### src/hdl/skx_pkg.sv
// shared types, constants and sha-256 helpers for the keystream xor block
package skx_pkg;

  localparam int unsigned KeyParts = 4;
  localparam int unsigned BufBytes = 32;

  localparam logic [1:0] CfgKey0 = 2'd0;
  localparam logic [1:0] CfgKey1 = 2'd1;
  localparam logic [1:0] CfgKey2 = 2'd2;
  localparam logic [1:0] CfgKey3 = 2'd3;

  typedef struct packed {
    logic [7:0] data_byte;
    logic       message_start;
  } item_t;

  localparam logic [31:0] RoundK [64] = '{
    32'h428a2f98, 32'h71374491, 32'hb5c0fbcf, 32'he9b5dba5, 32'h3956c25b, 32'h59f111f1,
    32'h923f82a4, 32'hab1c5ed5, 32'hd807aa98, 32'h12835b01, 32'h243185be, 32'h550c7dc3,
    32'h72be5d74, 32'h80deb1fe, 32'h9bdc06a7, 32'hc19bf174, 32'he49b69c1, 32'hefbe4786,
    32'h0fc19dc6, 32'h240ca1cc, 32'h2de92c6f, 32'h4a7484aa, 32'h5cb0a9dc, 32'h76f988da,
    32'h983e5152, 32'ha831c66d, 32'hb00327c8, 32'hbf597fc7, 32'hc6e00bf3, 32'hd5a79147,
    32'h06ca6351, 32'h14292967, 32'h27b70a85, 32'h2e1b2138, 32'h4d2c6dfc, 32'h53380d13,
    32'h650a7354, 32'h766a0abb, 32'h81c2c92e, 32'h92722c85, 32'ha2bfe8a1, 32'ha81a664b,
    32'hc24b8b70, 32'hc76c51a3, 32'hd192e819, 32'hd6990624, 32'hf40e3585, 32'h106aa070,
    32'h19a4c116, 32'h1e376c08, 32'h2748774c, 32'h34b0bcb5, 32'h391c0cb3, 32'h4ed8aa4a,
    32'h5b9cca4f, 32'h682e6ff3, 32'h748f82ee, 32'h78a5636f, 32'h84c87814, 32'h8cc70208,
    32'h90befffa, 32'ha4506ceb, 32'hbef9a3f7, 32'hc67178f2
  };

  localparam logic [255:0] InitH = {
    32'h6a09e667, 32'hbb67ae85, 32'h3c6ef372, 32'ha54ff53a,
    32'h510e527f, 32'h9b05688c, 32'h1f83d9ab, 32'h5be0cd19
  };

  function automatic logic [31:0] rotr(input logic [31:0] x, input int unsigned n);
    rotr = (x >> n) | (x << (32 - n));
  endfunction

endpackage

### src/hdl/skx_queue.sv
// two-entry queue between the input channel and the input front
module skx_queue (
  input  logic          clk,
  input  logic          rst,
  input  logic          in_valid,
  output logic          in_stall,
  input  skx_pkg::item_t in_item,
  output logic          out_valid,
  input  logic          out_take,
  output skx_pkg::item_t out_item
);

  skx_pkg::item_t slot [2];
  logic       wr_ptr;
  logic       rd_ptr;
  logic [1:0] count;
  logic       push;
  logic       pop;

  assign in_stall  = (count == 2'd2);
  assign out_valid = (count != 2'd0);
  assign out_item  = slot[rd_ptr];
  assign push      = in_valid && !in_stall;
  assign pop       = out_valid && out_take;

  always_ff @(posedge clk) begin
    if (push) begin
      slot[wr_ptr] <= in_item;
    end
  end

  always_ff @(posedge clk) begin
    if (rst) begin
      wr_ptr <= 1'b0;
      rd_ptr <= 1'b0;
      count  <= 2'd0;
    end else begin
      if (push) begin
        wr_ptr <= ~wr_ptr;
      end
      if (pop) begin
        rd_ptr <= ~rd_ptr;
      end
      count <= count + {1'b0, push} - {1'b0, pop};
    end
  end

endmodule

### src/hdl/skx_sha_core.sv
// iterative sha-256 compression of one padded block, one round a cycle
module skx_sha_core (
  input  logic         clk,
  input  logic         rst,
  input  logic         start,
  input  logic [255:0] key,
  input  logic [31:0]  counter,
  output logic         busy,
  output logic         done,
  output logic [255:0] digest
);

  logic [31:0]  w [16];
  logic [31:0]  st [8];
  logic [5:0]   round;
  logic [31:0]  w_new;
  logic [31:0]  t1;
  logic [31:0]  t2;
  logic [31:0]  cnt_be;
  logic [31:0]  s0;
  logic [31:0]  s1;

  assign cnt_be = {counter[7:0], counter[15:8], counter[23:16], counter[31:24]};

  always_comb begin
    s0 = skx_pkg::rotr(w[1], 7) ^ skx_pkg::rotr(w[1], 18) ^ (w[1] >> 3);
    s1 = skx_pkg::rotr(w[14], 17) ^ skx_pkg::rotr(w[14], 19) ^ (w[14] >> 10);
    w_new = w[0] + s0 + w[9] + s1;
    t1 = st[7] + (skx_pkg::rotr(st[4], 6) ^ skx_pkg::rotr(st[4], 11) ^
         skx_pkg::rotr(st[4], 25)) + ((st[4] & st[5]) ^ (~st[4] & st[6])) +
         skx_pkg::RoundK[round] + w[0];
    t2 = (skx_pkg::rotr(st[0], 2) ^ skx_pkg::rotr(st[0], 13) ^ skx_pkg::rotr(st[0], 22)) +
         ((st[0] & st[1]) ^ (st[0] & st[2]) ^ (st[1] & st[2]));
  end

  always_ff @(posedge clk) begin
    if (start && !busy) begin
      for (int i = 0; i < 8; i++) begin
        w[i]  <= key[255 - 32*i -: 32];
        st[i] <= skx_pkg::InitH[255 - 32*i -: 32];
      end
      w[8]  <= cnt_be;
      w[9]  <= 32'h80000000;
      for (int i = 10; i < 15; i++) begin
        w[i] <= 32'd0;
      end
      w[15] <= 32'd288;
    end else if (busy) begin
      // message schedule slides by one word per round
      for (int i = 0; i < 15; i++) begin
        w[i] <= w[i+1];
      end
      w[15] <= w_new;
      st[7] <= st[6];
      st[6] <= st[5];
      st[5] <= st[4];
      st[4] <= st[3] + t1;
      st[3] <= st[2];
      st[2] <= st[1];
      st[1] <= st[0];
      st[0] <= t1 + t2;
    end
    if (done) begin
      for (int i = 0; i < 8; i++) begin
        digest[255 - 32*i -: 32] <= skx_pkg::InitH[255 - 32*i -: 32] + st[i];
      end
    end
  end

  logic fin;
  always_ff @(posedge clk) begin
    if (rst) begin
      busy  <= 1'b0;
      round <= 6'd0;
      fin   <= 1'b0;
    end else begin
      fin <= 1'b0;
      if (start && !busy) begin
        busy  <= 1'b1;
        round <= 6'd0;
      end else if (busy) begin
        round <= round + 6'd1;
        if (round == 6'd63) begin
          busy <= 1'b0;
          fin  <= 1'b1;
        end
      end
    end
  end

  // done marks the cycle in which digest is being loaded
  assign done = fin;

endmodule

### src/hdl/skx_back.sv
// keystream back end: refills the digest buffer and xors bytes out
module skx_back (
  input  logic           clk,
  input  logic           rst,
  input  logic [255:0]   key,
  input  logic           in_valid,
  output logic           in_take,
  input  skx_pkg::item_t in_item,
  output logic           out_valid,
  input  logic           out_stall,
  output logic [7:0]     out_byte
);

  localparam logic [1:0] StRun  = 2'd0;
  localparam logic [1:0] StHash = 2'd1;
  localparam logic [1:0] StLoad = 2'd2;

  logic [1:0]   state;
  logic [31:0]  block_counter;
  logic [5:0]   stream_offset;
  logic [255:0] buffer;
  logic         sha_start;
  logic         sha_busy;
  logic         sha_done;
  logic [255:0] digest;
  logic         empty;
  logic         out_free;
  logic [31:0]  hash_counter;
  logic [7:0]   ks;

  skx_sha_core u_core (
    .clk    (clk),
    .rst    (rst),
    .start  (sha_start),
    .key    (key),
    .counter(hash_counter),
    .busy   (sha_busy),
    .done   (sha_done),
    .digest (digest)
  );

  assign empty        = in_item.message_start || (stream_offset[5] == 1'b1);
  assign hash_counter = in_item.message_start ? 32'd0 : block_counter;
  assign out_free     = !out_valid || !out_stall;
  assign sha_start    = (state == StRun) && in_valid && empty && !sha_busy;
  assign in_take      = (state == StRun) && in_valid && !empty && out_free;
  assign ks           = buffer[255 - 8*stream_offset[4:0] -: 8];

  always_ff @(posedge clk) begin
    if (state == StLoad) begin
      buffer <= digest;
    end
    if (in_take) begin
      out_byte <= in_item.data_byte ^ ks;
    end
  end

  always_ff @(posedge clk) begin
    if (rst) begin
      state         <= StRun;
      block_counter <= 32'd0;
      stream_offset <= 6'(skx_pkg::BufBytes);
      out_valid     <= 1'b0;
    end else begin
      out_valid <= in_take || (out_valid && out_stall);
      if (in_take) begin
        stream_offset <= stream_offset + 6'd1;
      end
      case (state)
        StRun: begin
          if (sha_start) begin
            state         <= StHash;
            block_counter <= hash_counter + 32'd1;
          end
        end
        StHash: begin
          if (sha_done) begin
            state <= StLoad;
          end
        end
        StLoad: begin
          // start flag is consumed by the refill; offset now points at byte 0
          state         <= StRun;
          stream_offset <= 6'd0;
        end
        default: state <= StRun;
      endcase
    end
  end

endmodule

### src/hdl/skx_front.sv
// input front: takes transfers and clears a handled start flag
module skx_front (
  input  logic           clk,
  input  logic           rst,
  input  logic           q_valid,
  input  skx_pkg::item_t q_item,
  input  logic           q_take,
  input  logic           refill_done,
  output logic           pop,
  output skx_pkg::item_t item
);

  // set once the head item's start has been served by a refill
  logic start_done;

  assign pop  = q_take;
  assign item = '{data_byte: q_item.data_byte,
                  message_start: q_item.message_start && !start_done};

  always_ff @(posedge clk) begin
    if (rst) begin
      start_done <= 1'b0;
    end else if (q_take) begin
      start_done <= 1'b0;
    end else if (refill_done && q_valid) begin
      start_done <= 1'b1;
    end
  end

endmodule

### src/hdl/sha256_counter_keystream_xor.sv
// top level of the sha-256 counter mode keystream xor
//
// Input channel: data_byte and message_start with valid/stall; one byte in,
// one byte out (out_byte) on the output channel with out_valid/out_stall.
// Key is loaded through cfg_we/cfg_index/cfg_data, four 64-bit words; the user
// must load it only while the block is idle, which the block does not enforce.
// An input transfer goes into a two-entry queue; the back end pops it.
// With keystream buffered a byte passes through a queue slot and then the
// back end's output register when nothing is ahead of it. Every 32nd byte,
// and the first byte of a message, waits for one sha-256 compression: 64
// rounds on a shared round unit. Between refills the back end takes a new
// byte while the last result leaves the output register.
// Reset clears the counter, marks the keystream buffer empty and empties
// the queue; the key words reset to zero.
// When the receiver stalls the result holds in the output register, the
// back end stops, and the queue fills and then raises in_stall.
module sha256_counter_keystream_xor (
  input  logic        clk,
  input  logic        rst,
  input  logic        in_valid,
  output logic        in_stall,
  input  logic [7:0]  data_byte,
  input  logic        message_start,
  output logic        out_valid,
  input  logic        out_stall,
  output logic [7:0]  out_byte,
  input  logic        cfg_we,
  input  logic [1:0]  cfg_index,
  input  logic [63:0] cfg_data
);

  logic [63:0]    key_part [skx_pkg::KeyParts];
  skx_pkg::item_t q_in;
  skx_pkg::item_t q_head;
  skx_pkg::item_t b_item;
  logic           q_valid;
  logic           b_take;
  logic           pop;
  logic           u_back_load;
  logic           refill_done;

  always_ff @(posedge clk) begin
    if (rst) begin
      for (int i = 0; i < skx_pkg::KeyParts; i++) begin
        key_part[i] <= 64'd0;
      end
    end else if (cfg_we) begin
      case (cfg_index)
        skx_pkg::CfgKey0: key_part[0] <= cfg_data;
        skx_pkg::CfgKey1: key_part[1] <= cfg_data;
        skx_pkg::CfgKey2: key_part[2] <= cfg_data;
        skx_pkg::CfgKey3: key_part[3] <= cfg_data;
        default: ;
      endcase
    end
  end

  assign q_in = '{data_byte: data_byte, message_start: message_start};

  skx_queue u_queue (
    .clk      (clk),
    .rst      (rst),
    .in_valid (in_valid),
    .in_stall (in_stall),
    .in_item  (q_in),
    .out_valid(q_valid),
    .out_take (pop),
    .out_item (q_head)
  );

  assign refill_done = u_back_load;

  skx_front u_front (
    .clk        (clk),
    .rst        (rst),
    .q_valid    (q_valid),
    .q_item     (q_head),
    .q_take     (b_take),
    .refill_done(refill_done),
    .pop        (pop),
    .item       (b_item)
  );

  // a waiting start item has just launched its refill; the front clears its flag
  logic sha_started;
  assign sha_started = q_valid && b_item.message_start && !b_take;
  always_ff @(posedge clk) begin
    if (rst) begin
      u_back_load <= 1'b0;
    end else begin
      u_back_load <= sha_started;
    end
  end

  skx_back u_back (
    .clk      (clk),
    .rst      (rst),
    .key      ({key_part[0], key_part[1], key_part[2], key_part[3]}),
    .in_valid (q_valid),
    .in_take  (b_take),
    .in_item  (b_item),
    .out_valid(out_valid),
    .out_stall(out_stall),
    .out_byte (out_byte)
  );

  a_take_needs_item: assert property (@(posedge clk) disable iff (rst)
    b_take |-> q_valid)
    else $error("back end took an item from an empty queue");

  a_out_holds: assert property (@(posedge clk) disable iff (rst)
    (out_valid && out_stall) |=> (out_valid && $stable(out_byte)))
    else $error("result changed while stalled");

  a_queue_full_stall: assert property (@(posedge clk) disable iff (rst)
    in_stall |-> q_valid)
    else $error("stall raised with an empty queue");

endmodule

### config.mk
export PLATFORM = sky130hd
export DESIGN_NAME = sha256_counter_keystream_xor
export DESIGN_NICKNAME = d
export VERILOG_FILES = /design/src/hdl/skx_pkg.sv /design/src/hdl/skx_queue.sv /design/src/hdl/skx_sha_core.sv /design/src/hdl/skx_back.sv /design/src/hdl/skx_front.sv /design/src/hdl/sha256_counter_keystream_xor.sv
export SDC_FILE = /design/constraint.sdc
export NUM_CORES = 2
export LEC_CHECK = 0
export BUFFER_PORTS_ARGS = -buffer_cell sky130_fd_sc_hd__buf_4
export CAP_MARGIN = 20
export CORE_UTILIZATION = 60
export CTS_CLUSTER_SIZE = 10
export DETAILED_ROUTE_END_ITERATION = 10
export PLACE_DENSITY_LB_ADDON = 0.12
export SLEW_MARGIN = 20
export SYNTH_ARGS = -nofsm -noshare
export SYNTH_HDL_FRONTEND = slang
export SYNTH_SLANG_ARGS = --single-unit
### constraint.sdc
create_clock -name clk -period 23.3 [get_ports clk]
set_input_delay 2.33 -clock clk [delete_from_list [all_inputs] [get_ports clk]]
set_output_delay 2.33 -clock clk [all_outputs]
set_load 0.02 [all_outputs]
### Word level (Yosys, flattened, before mapping)

Memory sizes are Yosys's and may differ from the RTL's. A register that Yosys moved wholly into a read port is not among the register bits.
Cells that the tools add are included.

| operators by class | value |
|---|---|
| order comparisons | 1 |
| add/subtract/negate cells | 24 |
| bitwise operators | 60 |
| eq/ne operators | 9 |
| muxes and demuxes | 67 |
| reduce and logical (&&, ||, !) cells | 33 |
| shift-type cells | 1 |

Operators with widths:

| operator | number |
|---|---|
| 32-bit two-way mux | 27 |
| 32-bit adder | 10 |
| 32-bit bitwise XOR | 9 |
| 263-bit by 33-bit variable part select with 8-bit output | 1 |
| 64-bit two-way mux | 4 |
| 32-bit bitwise AND | 5 |
| 31-bit by 32-bit adder with 32-bit output, first input constant | 3 |
| 32-bit adder, first input constant | 3 |
| 29-bit by 32-bit adder with 32-bit output, first input constant | 1 |
| 30-bit by 32-bit adder with 32-bit output, first input constant | 1 |
| 32-bit by 1-bit adder with 32-bit output, second input constant | 1 |
| 32-bit NOT | 1 |
| 10-bit by 32-bit bitwise OR with 32-bit output | 1 |
| 13-bit by 32-bit bitwise OR with 32-bit output | 1 |
| 14-bit by 32-bit bitwise OR with 32-bit output | 1 |
| 15-bit by 32-bit bitwise OR with 32-bit output | 1 |
| 19-bit by 32-bit bitwise OR with 32-bit output | 1 |
| 21-bit by 32-bit bitwise OR with 32-bit output | 1 |
| 25-bit by 32-bit bitwise OR with 32-bit output | 1 |
| 26-bit by 32-bit bitwise OR with 32-bit output | 1 |
| 30-bit by 32-bit bitwise OR with 32-bit output | 1 |
| 7-bit by 32-bit bitwise OR with 32-bit output | 1 |
| 32-bit by 22-bit bitwise XOR with 32-bit output | 1 |
| 32-bit by 29-bit bitwise XOR with 32-bit output | 1 |
| 25 further kinds | 117 |

| storage, ports and cells | value |
|---|---|
| bits in writable memories | 1042 |
| logic and storage cells | 216 |
| input port bits | 80 |
| memories kept | 5 |
| output and inout bits | 10 |
| ROM bits | 2048 |
| bits in registers | 575 |

Memory list:

| memory | depth | bits a word | read ports | clocked after memory_dff | write ports | line | RTL |
|---|---|---|---|---|---|---|---|
| (no name shown) | 64 | 32 | 1 | 0 | 0 | skx_sha_core.sv:31 | `skx_pkg::RoundK[round] + w[0];` |
| u_back.u_core.w | 16 | 32 | 16 | 0 | 16 | skx_sha_core.sv:13 | `logic [31:0] w [16];` |
| key_part | 4 | 64 | 4 | 0 | 4 | sha256_counter_keystream_xor.sv:32 | `logic [63:0] key_part [skx_pkg::KeyParts];` |
| u_back.u_core.st | 8 | 32 | 8 | 0 | 8 | skx_sha_core.sv:14 | `logic [31:0] st [8];` |
| u_queue.slot | 2 | 9 | 1 | 1 | 1 | skx_queue.sv:13 | `skx_pkg::item_t slot [2];` |

### Logic depth before layout (Yosys ltp)

| logic depth | value |
|---|---|
| depth after elaboration | 9 |
| mapped depth | 40 |
| mapped depth without buffers | 38 |

### Hierarchy

A second synthesis with hierarchy kept.

| second synthesis, totals | value |
|---|---|
| cell total of the unflattened synthesis | 6223 |
| area total of the unflattened synthesis | 81189.1 um^2 |

Modules (own cells, without submodules):

| module | sequential area each (um^2) | area each (um^2) | cells an instance | instances |
|---|---|---|---|---|
| skx_sha_core | 30909.6 | 58374.7 | 4732 | 1 |
| skx_back | 8748.4 | 12409.4 | 795 | 1 |
| sha256_counter_keystream_xor | 7707.4 | 9410.3 | 629 | 1 |
| skx_queue | 640.6 | 882.1 | 54 | 1 |
| skx_front | 20.0 | 112.6 | 13 | 1 |

### Worst setup path before layout

No wires, ideal clock.

| timing | value |
|---|---|
| path type | reg2reg |
| start point | reg (tool-made name) |
| end point | mem u_back.u_core.st[0][0], enable pin |
| path buffers | 1 |
| arrival time | 13417 ps |
| cell stages (with the launch flop) | 6 |
| clock period less this slack | 18833 ps |
| setup slack | 4467 ps |
| data required time | 17884 ps |
| cells stage by stage | dfxtp_1 buf_2 mux2i_1 nor2_1 o21ai_0 nand2_1 |

RTL lines:

| item | line |
|---|---|
| end: declaration | skx_sha_core.sv:14 |

==> metrics <==
status=finished, final reports clean; predominant post-synthesis flop cell=edfxtp_1; fraction of registers with async set/reset=0%; Cell Area, Synth=80400 µm²; CTS Buf Count=183; IO Count=90; fin crit period=9.78 ns; crit path launch type=flop; largest net degree at the start of global routing=188; CTS tree=done; #FFs+latches synth=1618; Setup Viol. Count Final=0; critical path class=flop to flop; share of cells above drive strength 1=12.5%; GRT Total Usage=31.9%; Ys Warns=0; Slew Viols, Final=0; RSZ-0062 raised after global routing=no; CP Max Fanout=83; M1 GR Usage=43.8%; Post-Syn Nets=6435; Iteration-0 DRC Markers=5025; Seq/Total Area, Yosys=59.7%; Final #Nets=6477; clock tree sinks=1618; Setup crit end kind=flop; Avg Cell Area, Syn=13.4 µm²; Routed WL=214000 µm; grt met2 use=51.7%; commonest non-fill, non-tap cell in the layout=edfxtp_1; DR vias/cell=6.08; wire length per cell=27.1 µm; hold slack final=0.382 ns; Final Non-Filler Cells=7892; worst r2r src=u_back.u_core.round[3]; Overflow after GRT=0; CTS resizes=0; worst slew pin tran=1.18 ns; setup TNS=0 ns; DRT Pass-1 Iters=6; Hold Buf Count CTS=0; final instance area=88000 µm²; Placed Area=82800 µm²; detailed placement HPWL=153000 µm; Final Hold Fails=0; synth-to-layout area growth=9.40%; HP Start=u_back.u_core.digest[107]; cell total after placement=7626; global route hottest layer=met2; DR vias=48000; Placer Congestion=0.961; H-tree Lvls=4; die area=136000 µm²; Site Rows=133; first-pass GRT wire length=313000 µm; Req. time, crit path=23.95 ns; Final ANT Viol Nets=0; number of synthesized flops with an enable pin=1562; Netlist cell types=84; CP peak stage delay=0.83 ns; max-cap violation count=0; drc violations=0; critical path launch point=u_back.u_core.round[3]; critical path's slowest cell=dfxtp_4; most frequent cells in the layout=1562 x edfxtp_1, 544 x and2_1, 397 x xnor2_1, 345 x nand2_1, 306 x inv_1; Core ar.=132000 µm²; die width=368 µm; Initial Util=60.8%; Final period util=42.0%; M3 GR Usage=4.20%; max_slew headroom=21.1%; final clock skew=0.0465 ns; post-CTS setup buffer count=0; Die Ht=368 µm; initial antenna violation count=8; worst hold path type=flop to flop; Clock Latency Late Sink=0.83 ns; PortBufs=89; number of global-route vias before repair=47000; Syn Inst Count=6014; CP Data Arrival Time=10.43 ns; Root Buffer=clkbuf_16; clk slew on worst S/H paths=0.06 ns; Clock Path Buffers=3; Max Freq=0.102 GHz
[worst max-delay path: cells and delay by family, from the launching register on]
kind                       cells  cell delay (ns)
DFF                            1             0.83
adders and majority gates      6             2.21
xor gates and xnor gates       1             0.27
and+or+nand+nor                8             1.26
AOI/OAI and AO/OA             13             3.52
buffers and inverters          5             1.03
muxes                          1             0.40
[Yosys cell counts, types with 37 or more instances]
| master | count | area [µm²] |
|---|---|---|
| edfxtp_1 | 1562 | 46900 |
| and2_1 | 544 | 3400 |
| xnor2_1 | 397 | 3480 |
| nand2_1 | 347 | 1300 |
| inv_1 | 308 | 1160 |
| nor2_1 | 286 | 1070 |
| mux2_2 | 285 | 3210 |
| clkbuf_1 | 252 | 946 |
| o21ai_0 | 229 | 1150 |
| xor2_1 | 209 | 1830 |
| a21oi_1 | 193 | 966 |
| fa_1 | 187 | 3740 |
| ha_1 | 154 | 1930 |
| nand2b_1 | 138 | 863 |
| nor3_1 | 87 | 435 |
| mux4_2 | 82 | 1850 |
| a21o_1 | 81 | 608 |
| nand3_1 | 72 | 360 |
| dfxtp_1 | 56 | 1120 |
| mux2i_1 | 37 | 370 |
[final cells by class]
class	count	area (µm²)
diodes	5	12.5
clock buffers	237	4830
clock inverters	24	334
fillers	9573	44300
inverters	308	1160
multi-input cells	3794	30200
flip-flops and latches	1618	48000
well taps	1755	2200
repair buffers	151	1180
[per-stage QoR]
stage / util [%] / setup slack [ns]
floorplan: - / 4.47
global placement: 62.6 / 13.71
detailed placement: 62.6 / 13.62
CTS: 66.5 / 13.56
global route: 66.5 / 12.78
finish: 66.5 / 13.52
[path summary, 6_finish.rpt]
kind	depth (start not counted)	endpoint	slack, ns
max reg2reg	34	u_back.u_core.st[0][31]	13.52
max	34	u_back.u_core.st[0][31]	13.52
min	0	u_back.buffer[107]	0.38
min reg2reg	0	u_back.buffer[107]	0.38
[layer usage]
metal | share of wire, % | wire length (µm)
met1 | 41 | 87900
met2 | 48 | 103000
met3 | 6.8 | 14600
met4 | 4.0 | 8510
met5 | 0 | 0
[sequential cells by signal, summed over array words and instances, names as in the netlist, 2 cells and up, named ones only]
signal and cells:
u_back.out_byte 8, u_back.block_counter 32, u_back.state 2, u_back.stream_offset 6, u_back.u_core.st 256, u_back.u_core.w 512
u_queue.count 2, key_part 256, u_queue.slot 18, u_back.buffer 256, u_back.u_core.round 6, u_back.u_core.digest 256
[logic make-up after synthesis]
logic type | count (synthesis) | synth area share, %
buffers and inverters | 602 | 2.83
DFF | 1618 | 59.7
adders and majority gates | 343 | 7.08
AOI/OAI and AO/OA | 806 | 6.42
xor gates and xnor gates | 607 | 6.63
and+or+nand+nor | 1634 | 10.6
muxes | 404 | 6.75
Power is not shown: default switching activity piles up to over one toggle a cycle in this logic, so the estimate is an artifact.
